### src/rtl/core/wead_pkg.sv
// Shared types and constants of the window entropy anomaly detector.
// No dependencies; the files that use it refer to this package by scoped names.
package wead_pkg;

    localparam int WINDOW_DEPTH = 1024;
    localparam int ADDR_W       = $clog2(WINDOW_DEPTH);
    localparam int CNT_W        = ADDR_W + 1;
    localparam int FRAC_BITS    = 24;
    localparam int LOG_W        = $clog2(CNT_W) + FRAC_BITS;
    localparam int STEP_W       = $clog2(FRAC_BITS);
    localparam int PROD_W       = CNT_W + LOG_W;
    localparam int Q16_W        = 17;
    localparam int FEATURES     = 5;
    localparam int DIV_QB       = 20;
    localparam int DIV_BIT_W    = $clog2(DIV_QB);
    localparam int DIV_W        = PROD_W + DIV_QB - 1;
    localparam int DEF_W        = 19;
    localparam int DIV5_W       = 20;
    localparam int DIV5_SHIFT   = 22;
    localparam int SCORE_PROD_W = DEF_W + DIV5_W;

    localparam logic [Q16_W-1:0]  Q16_ONE        = 17'd65536;
    localparam logic [Q16_W-1:0]  THRESHOLD_INIT = 17'd32768;
    // floor(x / 5) == (x * DIV5_MUL) >> DIV5_SHIFT for x < 2**22
    localparam logic [DIV5_W-1:0] DIV5_MUL       = 20'd838861;

    typedef enum logic [2:0] {
        FEAT_SRC_ADDR,
        FEAT_DST_ADDR,
        FEAT_SRC_PORT,
        FEAT_DST_PORT,
        FEAT_TUPLE
    } t_feature;

    typedef enum logic [4:0] {
        ST_IDLE,
        ST_LOGN,
        ST_TOT,
        ST_FEAT,
        ST_RDI,
        ST_KEYI,
        ST_SCAN,
        ST_RUN,
        ST_LOGC,
        ST_MULC,
        ST_NEXTI,
        ST_ULOG,
        ST_UWAIT,
        ST_DEN,
        ST_DIV,
        ST_ACC,
        ST_SCORE,
        ST_OUT
    } t_back_state;

    typedef struct packed {
        logic              en;
        logic [ADDR_W-1:0] addr;
        logic [31:0]       src;
        logic [31:0]       dst;
        logic [31:0]       ports;
    } t_store_wr;

    typedef struct packed {
        logic [CNT_W-1:0] flows;
        logic [CNT_W-1:0] attacks;
    } t_win_cmd;

endpackage

### src/rtl/core/wead_fifo.sv
// Two-entry queue of window-end commands between front and back.
// Depends on wead_pkg.
module wead_fifo (
    input  logic               i_clk,
    input  logic               i_rst_n,
    input  logic               i_push,
    input  wead_pkg::t_win_cmd i_data,
    input  logic               i_pop,
    output logic               o_valid,
    output logic               o_full,
    output wead_pkg::t_win_cmd o_data
);
    wead_pkg::t_win_cmd r_mem [2];
    logic               r_wp;
    logic               r_rp;
    logic [1:0]         r_cnt;
    logic               do_push;
    logic               do_pop;

    assign o_valid = (r_cnt != 2'd0);
    assign o_full  = (r_cnt == 2'd2);
    assign o_data  = r_mem[r_rp];
    assign do_push = i_push && !o_full;
    assign do_pop  = i_pop && o_valid;

    always_ff @(posedge i_clk) begin
        if (!i_rst_n) begin
            r_wp  <= 1'b0;
            r_rp  <= 1'b0;
            r_cnt <= 2'd0;
        end else begin
            if (do_push) begin
                r_wp <= !r_wp;
            end
            if (do_pop) begin
                r_rp <= !r_rp;
            end
            r_cnt <= r_cnt + 2'(do_push) - 2'(do_pop);
        end
    end

    always_ff @(posedge i_clk) begin
        if (do_push) begin
            r_mem[r_wp] <= i_data;
        end
    end
endmodule

### config.mk
export PLATFORM = sky130hd
export DESIGN_NAME = wead_fifo
export DESIGN_NICKNAME = d
export VERILOG_FILES = /design/src/rtl/core/wead_pkg.sv /design/src/rtl/core/wead_fifo.sv
export SDC_FILE = /design/constraint.sdc
export NUM_CORES = 1
export LEC_CHECK = 0
export BUFFER_PORTS_ARGS = -buffer_cell sky130_fd_sc_hd__buf_2
export CAP_MARGIN = 20
export CELL_PAD_IN_SITES_DETAIL_PLACEMENT = 1
export CELL_PAD_IN_SITES_GLOBAL_PLACEMENT = 1
export CORE_UTILIZATION = 39
export DETAILED_ROUTE_END_ITERATION = 10
export PLACE_DENSITY = 0.71
export SLEW_MARGIN = 20
export SYNTH_ARGS = -nofsm -noshare
export SYNTH_HDL_FRONTEND = slang
export SYNTH_SLANG_ARGS = --single-unit
### constraint.sdc
create_clock -name i_clk -period 2 [get_ports i_clk]
set_input_delay 0.4 -clock i_clk [delete_from_list [all_inputs] [get_ports i_clk]]
set_output_delay 0.4 -clock i_clk [all_outputs]
set_load 0.03 [all_outputs]
==> summary.md <==
| Metric | Value |
|---|---|
| Total Neg Setup Slack | 0 ps |
| Synth top area cells | edfxtp_1, mux2_4, dfxtp_1 |
| Final worst slack | 181 ps |
| Layout filler cell count | 452 |
| Final setup viols | 0 |
| Area growth from synthesis to layout | 23.1% |
| Layout cell share with drive strength beyond 1 | 55.9% |
| Crit share post-route | 91.0% |
| Antenna diodes | 0 |
| Wire length on met3 | 180 um |
| Post-DP HPWL | 2300 um |
| Die height | 71.8 um |
| Critical path peak fanout | 14 |
| Port buffer count | 49 |
| Status | complete, no violations |
| Area leader, netlist | edfxtp_1 |
| Simple-gate share of the synthesized area | 2.83% |
| Vias per cell | 4.81 |
| Min-delay worst type | primary input to flip-flop |
| Top sig layer | met4 |
| Via Count | 991 |
| Mapped Nets | 122 |
| P_leak | 0.964 nW |
| Synthesized area | 0.00190 mm^2 |
| Worst Skew | 4.12 ps |
| Main combinational cell family by area after synthesis | multiplexers |
| Syn Inst Count | 94 |
| Metal-1 WL | 1160 um |
| TritonCTS clock tree | built |
| Die area | 0.00516 mm^2 |
| Post-synthesis compound-gate area fraction | 0.461% |
| Post-CTS Resized | 0 |
| Post-synthesis mux area share | 17.5% |
| Largest net degree at the start of global routing | 23 |
| Final Hold Fails | 0 |
| First-pass GRT wire length | 4970 um |
| GPL Wtd Cong | 0.625 |
| Detail Route met2 WL | 1740 um |
| Maxcap violations | 0 |
| Total core area | 0.00469 mm^2 |
| Slew HR | 73.3% |
| Slew Viols, Final | 0 |
| Syn. warnings | 0 |
| Max Root-Sink Buffers | 2 |
| Setup Buffers After CTS | 0 |
| Multi-input logic area | 449 um^2 |
| Avg Inst Size Synth | 20.2 um^2 |
| Clk Latency, worst-skew pair | 290 ps |
| Top-area cell type share of the netlist area | 69.5% |
| CP endpoint kind | output pin |
| CP Data Required Time | 1600 ps |
| PD cells | 1310 mW/mm^2 |
| Critical path class | flip-flop to output pin |
| Post-synthesis sequential area ratio | 74.7% |
| Pre-CTS WS | 323 ps |
| FF+latch area | 0.00142 mm^2 |
| CP arrival | 1420 ps |
| Startpoint Class | flip-flop |
| Fin nets | 180 |
| Netlist cell types | 17 |
| DRT antenna net count | 0 |
| Clock Tree Root | clkbuf_8 |
| # hold bufs at CTS | 0 |
| RSZ-0062 raised after global routing | no |
| 1st-iter DRT viols | 27 |
| Via count of the first global-routing pass | 1110 |
| Max Clk Rate | 550 MHz |
| DIE WIDTH | 71.8 um |
| Initial antenna violation count | 0 |
| Std cell rows | 25 |
| Slew @ Worst Pin | 400 ps |
| Per-cell routed wire length | 15.2 um |
| Total CTS buffers | 5 |
| Final WL | 3140 um |
| Total GRT Usage | 13.6% |
| H-tree depth | 2 |
| Tmin final | 1820 ps |
| Starting Density | 40.5% |
| VDD IR-drop max | 0.609 mV |
| Router iterations before antenna repair | 3 |
| Adder-cell share of the synthesized area | 1.32% |
| CTS clk-pin slew, worst paths | 80 ps |
| Total global routing overflow | 0 |
| # DRC | 0 |
| Synth Area in XOR/XNOR | 1.38% |
| IO Pins | 50 |
| CTS sink cnt | 49 |
| Flip-flop and latch count after synthesis | 49 |
## critical path, stage by stage (launching register included)
cell     delay (ps)
dfxtp_1         330
buf_4           280
mux2_4          330
buf_2           180
## flip-flops by register name, summed over array words and instances (netlist names), named ones only
signal and flops:
r_wp 1, r_rp 1, r_mem 44, r_cnt 2
## layout make-up
type | count | share of cell area, %
Multi-Input combinational cell | 40 | 19.2
Tap cell | 54 | 2.89
Inverter | 3 | 0.481
Sequential cell | 49 | 60.7
Timing Repair Buffer | 53 | 12.3
Clock buffer | 5 | 2.94
Clock inverter | 2 | 1.50
## final timing paths
path                            startpoint          end  slack, ps  cells after the start
worst max register to register    r_cnt[0]     r_cnt[1]        320                      8
worst min-delay path             i_data[9]  r_mem[1][9]        290                      1
worst max-delay path             flip-flop    o_data[3]        180                      3
worst min register to register        r_wp         r_wp        520                      2
## where the power goes
part,internal [mW],total [mW],switching (mW)
sequential,1.29,1.35,0.0560
clock,0.363,0.661,0.297
combinational,0.444,1.07,0.624
total,2.10,3.07,0.977
## metrics by stage
stage | std cells | hold WS, ps | instance area, um^2 | power [mW] | util, %
6_report | 206 | 293 | 2340 | 3.07 | 49.9
2_1_floorplan | 94 | 455 | 1900 | 2.18 | -
4_1_cts | 206 | 278 | 2340 | 3.13 | 49.9
3_5_place_dp | 199 | 511 | 2240 | 2.46 | 47.7
5_1_grt | 206 | 276 | 2340 | 3.23 | 49.9
3_3_place_gp | 199 | 484 | 2240 | 2.42 | 47.7
## layout by cell type, fill, tap and decap left out
master | synthesis | final
nand2b_1 | 2 | 2
clkbuf_8 | 0 | 5
buf_4 | 0 | 3
mux2i_1 | 1 | 1
edfxtp_1 | 44 | 44
buf_2 | 0 | 49
bufinv_16 | 0 | 1
buf_12 | 0 | 1
dfxtp_1 | 5 | 5
clkinv_2 | 0 | 1
o21a_2 | 1 | 1
xor2_1 | 1 | 1
nand2_1 | 2 | 2
ha_1 | 2 | 2
nor2_1 | 4 | 3
and2_1 | 1 | 1
and3_1 | 1 | 1
mux2_4 | 20 | 20
xnor2_1 | 2 | 2
inv_1 | 3 | 3
mux2_2 | 2 | 2
or2_2 | 1 | 1
nor2_2 | 0 | 1
## kinds of logic (layout without fill, tap and decap cells)
logic type	count (synthesis)	count (layout)
flip-flops	49	49
adder cells (fa/ha/maj)	2	2
multiplexers	23	23
buffers and inverters	5	63
AO/OA/AOI/OAI	1	1
AND/OR/NAND/NOR	11	11
XOR/XNOR	3	3
## per-layer routing
metal	up-vias	global-route usage, %
met5	-	0
met4	0	6.54
met3	6	5.20
met2	34	24.7
met1	486	13.4
li1	465	-
## synth_stat cells
cell type  count
and2_1         1
and3_1         1
buf_6          2
dfxtp_1        5
edfxtp_1      44
ha_1           2
inv_1          3
mux2_2         2
mux2_4        20
mux2i_1        1
nand2_1        2
nand2b_1       2
nor2_1         4
o21a_2         1
or2_2          1
xnor2_1        2
xor2_1         1
No activity file was read; power rests on OpenSTA's default activity.
