File: src/rtl/core/wead_pkg.sv
// Shared types and constants of the window entropy anomaly detector.
// No dependencies; the files that use it refer to this package by scoped names.
package wead_pkg;

    localparam int WINDOW_DEPTH = 1024;
    localparam int ADDR_W       = $clog2(WINDOW_DEPTH);
    localparam int CNT_W        = ADDR_W + 1;
    localparam int FRAC_BITS    = 24;
    localparam int LOG_W        = $clog2(CNT_W) + FRAC_BITS;
    localparam int STEP_W       = $clog2(FRAC_BITS);
    localparam int PROD_W       = CNT_W + LOG_W;
    localparam int Q16_W        = 17;
    localparam int FEATURES     = 5;
    localparam int DIV_QB       = 20;
    localparam int DIV_BIT_W    = $clog2(DIV_QB);
    localparam int DIV_W        = PROD_W + DIV_QB - 1;
    localparam int DEF_W        = 19;
    localparam int DIV5_W       = 20;
    localparam int DIV5_SHIFT   = 22;
    localparam int SCORE_PROD_W = DEF_W + DIV5_W;

    localparam logic [Q16_W-1:0]  Q16_ONE        = 17'd65536;
    localparam logic [Q16_W-1:0]  THRESHOLD_INIT = 17'd32768;
    // floor(x / 5) == (x * DIV5_MUL) >> DIV5_SHIFT for x < 2**22
    localparam logic [DIV5_W-1:0] DIV5_MUL       = 20'd838861;

    typedef enum logic [2:0] {
        FEAT_SRC_ADDR,
        FEAT_DST_ADDR,
        FEAT_SRC_PORT,
        FEAT_DST_PORT,
        FEAT_TUPLE
    } t_feature;

    typedef enum logic [4:0] {
        ST_IDLE,
        ST_LOGN,
        ST_TOT,
        ST_FEAT,
        ST_RDI,
        ST_KEYI,
        ST_SCAN,
        ST_RUN,
        ST_LOGC,
        ST_MULC,
        ST_NEXTI,
        ST_ULOG,
        ST_UWAIT,
        ST_DEN,
        ST_DIV,
        ST_ACC,
        ST_SCORE,
        ST_OUT
    } t_back_state;

    typedef struct packed {
        logic              en;
        logic [ADDR_W-1:0] addr;
        logic [31:0]       src;
        logic [31:0]       dst;
        logic [31:0]       ports;
    } t_store_wr;

    typedef struct packed {
        logic [CNT_W-1:0] flows;
        logic [CNT_W-1:0] attacks;
    } t_win_cmd;

endpackage

File: src/rtl/core/wead_if.sv
// Channel interfaces of the detector: flow records in, results out, threshold writes.
// Depends on nothing.
interface wead_flow_if;
    logic        valid;
    logic        ready;
    logic [31:0] src_addr;
    logic [31:0] dst_addr;
    logic [15:0] src_port_in;
    logic [15:0] dst_port_in;
    logic        attack_label;
    logic        addresses_present;
    logic        last_in_window;

    modport source(output valid, src_addr, dst_addr, src_port_in, dst_port_in,
                   attack_label, addresses_present, last_in_window, input ready);
    modport sink(input valid, src_addr, dst_addr, src_port_in, dst_port_in,
                 attack_label, addresses_present, last_in_window, output ready);
endinterface


File: src/rtl/core/wead_front.sv
// Front end: accepts flow beats, writes kept flows to the store, counts labels
// and queues a window-end command. Depends on wead_pkg and wead_if.
module wead_front (
    input  logic                  i_clk,
    input  logic                  i_rst_n,
    wead_flow_if.sink             i_flow,
    input  logic                  i_release,
    input  logic                  i_cmd_full,
    output logic                  o_cmd_push,
    output wead_pkg::t_win_cmd    o_cmd,
    output wead_pkg::t_store_wr   o_wr
);
    logic [wead_pkg::CNT_W-1:0] r_count, n_count;
    logic [wead_pkg::CNT_W-1:0] r_attack, n_attack;
    logic                       r_hold, n_hold;
    logic                       acc;
    logic                       keep;
    logic [wead_pkg::CNT_W-1:0] count_upd;
    logic [wead_pkg::CNT_W-1:0] attack_upd;

    assign i_flow.ready = !r_hold && !i_cmd_full;
    assign acc  = i_flow.valid && i_flow.ready;
    assign keep = acc && i_flow.addresses_present &&
                  (r_count < wead_pkg::CNT_W'(wead_pkg::WINDOW_DEPTH));

    assign count_upd  = keep ? r_count + 1'b1 : r_count;
    assign attack_upd = (keep && i_flow.attack_label) ? r_attack + 1'b1 : r_attack;

    assign o_wr.en    = keep;
    assign o_wr.addr  = r_count[wead_pkg::ADDR_W-1:0];
    assign o_wr.src   = i_flow.src_addr;
    assign o_wr.dst   = i_flow.dst_addr;
    assign o_wr.ports = {i_flow.src_port_in, i_flow.dst_port_in};

    assign o_cmd_push    = acc && i_flow.last_in_window;
    assign o_cmd.flows   = count_upd;
    assign o_cmd.attacks = attack_upd;

    always_comb begin
        n_count  = count_upd;
        n_attack = attack_upd;
        n_hold   = r_hold;
        if (i_release) begin
            n_hold = 1'b0;
        end
        // store stays frozen until the back end has read the whole window
        if (o_cmd_push) begin
            n_count  = '0;
            n_attack = '0;
            n_hold   = 1'b1;
        end
    end

    always_ff @(posedge i_clk) begin
        if (!i_rst_n) begin
            r_count  <= '0;
            r_attack <= '0;
            r_hold   <= 1'b0;
        end else begin
            r_count  <= n_count;
            r_attack <= n_attack;
            r_hold   <= n_hold;
        end
    end

`ifndef NO_ASSERTIONS
    a_end_clears: assert property (@(posedge i_clk) disable iff (!i_rst_n)
        o_cmd_push |=> (r_count == '0 && r_hold))
        else $error("window end did not clear counters and freeze store");
    a_hold_keeps: assert property (@(posedge i_clk) disable iff (!i_rst_n)
        (r_hold && !i_release) |=> r_hold)
        else $error("hold dropped without release");
    a_no_overflow: assert property (@(posedge i_clk) disable iff (!i_rst_n)
        o_cmd_push |-> !i_cmd_full)
        else $error("command pushed into full queue");
`endif
endmodule

File: src/flat_wrapper.sv
// flat-port wrapper written by rule: the top's interface ports become plain ports
module wead_front_flat 
  (i_clk, i_rst_n, i_release, i_cmd_full, o_cmd_push, o_cmd, o_wr, i_flow_valid, i_flow_src_addr, i_flow_dst_addr, i_flow_src_port_in, i_flow_dst_port_in, i_flow_attack_label, i_flow_addresses_present, i_flow_last_in_window, i_flow_ready);
  wead_flow_if i_flow_i ();
  input  logic i_clk;
  input  logic i_rst_n;
  input  logic i_release;
  input  logic i_cmd_full;
  output logic o_cmd_push;
  output wead_pkg::t_win_cmd o_cmd;
  output wead_pkg::t_store_wr o_wr;
  input wire logic [$bits(i_flow_i.valid)-1:0] i_flow_valid;
  input wire logic [$bits(i_flow_i.src_addr)-1:0] i_flow_src_addr;
  input wire logic [$bits(i_flow_i.dst_addr)-1:0] i_flow_dst_addr;
  input wire logic [$bits(i_flow_i.src_port_in)-1:0] i_flow_src_port_in;
  input wire logic [$bits(i_flow_i.dst_port_in)-1:0] i_flow_dst_port_in;
  input wire logic [$bits(i_flow_i.attack_label)-1:0] i_flow_attack_label;
  input wire logic [$bits(i_flow_i.addresses_present)-1:0] i_flow_addresses_present;
  input wire logic [$bits(i_flow_i.last_in_window)-1:0] i_flow_last_in_window;
  output wire logic [$bits(i_flow_i.ready)-1:0] i_flow_ready;
  assign i_flow_i.valid = i_flow_valid;
  assign i_flow_i.src_addr = i_flow_src_addr;
  assign i_flow_i.dst_addr = i_flow_dst_addr;
  assign i_flow_i.src_port_in = i_flow_src_port_in;
  assign i_flow_i.dst_port_in = i_flow_dst_port_in;
  assign i_flow_i.attack_label = i_flow_attack_label;
  assign i_flow_i.addresses_present = i_flow_addresses_present;
  assign i_flow_i.last_in_window = i_flow_last_in_window;
  assign i_flow_ready = i_flow_i.ready;
  wead_front u_core (.i_clk(i_clk), .i_rst_n(i_rst_n), .i_flow(i_flow_i), .i_release(i_release), .i_cmd_full(i_cmd_full), .o_cmd_push(o_cmd_push), .o_cmd(o_cmd), .o_wr(o_wr));
endmodule
File: config.mk
export PLATFORM = sky130hd
export DESIGN_NAME = wead_front_flat
export DESIGN_NICKNAME = d
export VERILOG_FILES = /design/src/rtl/core/wead_pkg.sv /design/src/rtl/core/wead_if.sv /design/src/rtl/core/wead_front.sv /design/src/flat_wrapper.sv
export SDC_FILE = /design/constraint.sdc
export NUM_CORES = 1
export LEC_CHECK = 0
export BUFFER_PORTS_ARGS = -buffer_cell sky130_fd_sc_hd__buf_2
export CORE_AREA = 4 4 90 92
export CTS_CLUSTER_DIAMETER = 40
export DETAILED_ROUTE_END_ITERATION = 10
export DIE_AREA = 0 0 94 96
export HOLD_SLACK_MARGIN = 0.06
export PLACE_DENSITY = 0.68
export SETUP_SLACK_MARGIN = 0.02
export SYNTH_ARGS = -nofsm -noshare
export SYNTH_HDL_FRONTEND = slang
export SYNTH_SLANG_ARGS = --single-unit
File: constraint.sdc
create_clock -name i_clk -period 2.65 [get_ports i_clk]
set_input_delay 0.265 -clock i_clk [delete_from_list [all_inputs] [get_ports i_clk]]
set_output_delay 0.265 -clock i_clk [all_outputs]
set_load 0.02 [all_outputs]
==> results.cfg <==
[global_route]
grt_pass1_wl_um = 5890
overflow = 0
grt_util_met2_pct = 11.8
track_usage_pct = 8.25
grt.met1_usage_pct = 9.96
grt-busiest-layer = met2
grt_max_degree = 15
grt_pass1_vias = 1144
grt_antenna_before_repair = 0
use_met3_pct = 2.89

[critical_path]
path_cells = or2_1, or4_4, or4_4, nand2_1, buf_2
critPathMaxFanout = 7
startpoint_type = flip-flop
reg2reg_depth = 4
reg2reg_from = u_core.r_hold$_SDFFE_PN0P_
worstPathArrival_ps = 2170
crit_family = simple AND/OR/NAND/NOR gates
critPathBufInv = 1
crit_path_frequent_cell = or4_4
crit_required_ps = 2380
criticalPathCategory = reg2out
setup.worst_path.end_class = primary output
critical-path-max-stage-delay_ps = 530
slowest_stage = or4_4
r2r_slack_ps = 760
reg2reg_to = u_core.r_attack[10]$_SDFF_PP0_

[sta]
finalMaxSlewViolations = 0
rsz0062_at_grt = false
setup_viol = 0
hold_viol_final = 0
finalWorstSetupSlack_ps = 216
worst_slew_pin_slew_ps = 598
tns_ps = 0
post-route-period-util_pct = 91.8
period_needed_ps = 2430
fin_skew_ps = 3.64
hold_ws_ps = 211
maxSlewHeadroom_pct = 60.1
fmax_mhz = 411

[floorplan]
dieWidth_um = 94
coreArea_mm2 = 0.00721
io_pins = 235
dieHeight_um = 96
dieArea_mm2 = 0.00902
start_util_pct = 27.1
rows = 31

[synth]
synthMuxAreaShare_pct = 1.73
yosys.area_share.simple_pct = 20.8
postSynthCellCount = 235
ys_seq_area_share_pct = 23.5
synth_adder_area_share_pct = 1.28
netlist_area_mm2 = 0.00196
ys_warn_count = 0
syn_avg_cell_area_um2 = 8.33
synth-compound-area-share_pct = 2.62
synth.distinct_cells = 31
synth_seq_cells = 23
synth_top_family_by_area = buffers and inverters
syn_nets = 341
synth_xor_area_share_pct = 7.16

[final_layout]
final_cells = 273
final_nets = 281
n_antenna_cell = 0
drive_gt1_share_pct = 32.2
fin_util_pct = 21.3
area_growth_pct = -21.4
fin_area_mm2 = 0.00154

[routing]
drt_iter0_drc = 34
viasPerCell = 4.31
drc_errors = 0
wirelength_um = 3870
dr.pass1.iters = 4
ant_nets = 0
wl_per_cell_um = 14.2
vias = 1177

[run_status]
status = completed

[place]
placed_area_mm2 = 0.00149
pre_cts_ws_ps = 449
place_congestion = 0.760
hpwlAfterDp_um = 3240
dp_cells = 269
port_buffers = 42

[min_path]
min_to = u_core.r_hold$_SDFFE_PN0P_
hp-start = i_rst_n
min_path_type = in2reg
hold_depth = 2

[cts]
cts_root_buffer = clkbuf_8
cts_tree = done
postCtsSetupRepairBufs = 0
numClockSinks = 23
h-tree-depth = 1
clk_pin_slew_ps = 90
clkLatencyLatePin_ps = 260
cts_resized = 0
holdBufCountCts = 0
cts_inserted_buffers = 3
cts_max_path_buffers = 2

[pwr]
p_per_area_mw_per_mm2 = 405
finalPower_mw = 0.624
p_leak_nw = 0.714
ir_drop_v = 0.000174

[run]
cap_viol_max_count = 0
## worst max path at each step
stage                          startpoint  slack [ps]        end  cells past startpoint
6_report       u_core.r_hold$_SDFFE_PN0P_         220  o_cmd[10]                      5
5_1_grt        u_core.r_hold$_SDFFE_PN0P_         150  o_cmd[10]                      5
4_1_cts        u_core.r_hold$_SDFFE_PN0P_         210  o_cmd[10]                      5
3_5_place_dp                   i_cmd_full         450  o_cmd[10]                      6
3_3_place_gp                   i_cmd_full         460  o_cmd[10]                      6
2_1_floorplan  u_core.r_hold$_SDFFE_PN0P_         530  o_cmd[10]                      5
## synth_stat cells, drive strengths merged
| library cell | count | area, um^2 |
|---|---|---|
| nand4b | 1 | 8.76 |
| o31ai | 2 | 15.0 |
| nand4bb | 1 | 11.3 |
| dfxtp | 23 | 460 |
| nand2b | 1 | 6.26 |
| xnor2 | 7 | 61.3 |
| ha | 2 | 25.0 |
| or4 | 4 | 37.5 |
| and3b | 1 | 8.76 |
| inv | 5 | 18.8 |
| nor2 | 5 | 18.8 |
| o21a | 1 | 7.51 |
| nand3b | 1 | 7.51 |
| nand2 | 10 | 37.5 |
| and4bb | 1 | 12.5 |
| nor2b | 19 | 119 |
| a31o | 1 | 8.76 |
| a21oi | 3 | 15.0 |
| nand4 | 5 | 31.3 |
| nor3 | 4 | 20.0 |
| clkbuf | 2 | 7.51 |
| o21ai | 1 | 5.00 |
| buf | 108 | 815 |
| nand3 | 5 | 25.0 |
| or2 | 1 | 6.26 |
| nor4 | 7 | 43.8 |
| xor2 | 9 | 78.8 |
| mux2 | 3 | 33.8 |
| or3 | 2 | 12.5 |
## registers in the layout (all words and copies together) (netlist names)
register and cells:
u_core.r_count 11, u_core.r_attack 11, u_core.r_hold 1
## worst reg2reg max path, cell delays in order (launching register included)
cell and delay [ps]:
dfxtp_1 380, or2_1 260, or4_4 530, or4_4 500
a21oi_1 160
## layer usage
| metal | vias to the layer above | share of wire (%) |
|---|---|---|
| li1 | 538 | - |
| met1 | 541 | 45 |
| met2 | 58 | 41 |
| met3 | 40 | 8.2 |
| met4 | 0 | 6.3 |
| met5 | - | 0 |
## layout make-up
cell class / count / area [um^2]
clock buffers: 3 / 41.3
clock inverters: 1 / 5.00
fillers: 850 / 5680
inverters: 5 / 18.8
multi-input cells: 97 / 657
flip-flops and latches: 23 / 460
well taps: 99 / 124
repair buffers: 45 / 233
## cell families after synthesis
kind of cell	after synthesis
compound gates	8
xor+xnor	16
fa+ha+maj	2
buf+inv	115
flops	23
mux	3
simple gates	68
## report_power, final
| group | switching, mW | internal, mW |
|---|---|---|
| registers | 0.00283 | 0.347 |
| clock network | 0.121 | 0.105 |
| logic | 0.0295 | 0.0176 |
## cell usage in the layout, fill, tap and decap left out, drive strengths merged, types with 2 or more instances in the layout
| cell type | n |
|---|---|
| nand4 | 5 |
| dfxtp | 23 |
| a21oi | 3 |
| inv | 5 |
| or4 | 4 |
| or3 | 2 |
| nand3 | 5 |
| nor3 | 4 |
| mux2 | 3 |
| nand2 | 10 |
| clkbuf | 3 |
| ha | 2 |
| xor2 | 9 |
| buf | 45 |
| nor2b | 19 |
| nor2 | 5 |
| xnor2 | 7 |
| nor4 | 7 |
| o31ai | 2 |
Note: power is estimated with default switching activity, not from simulation.
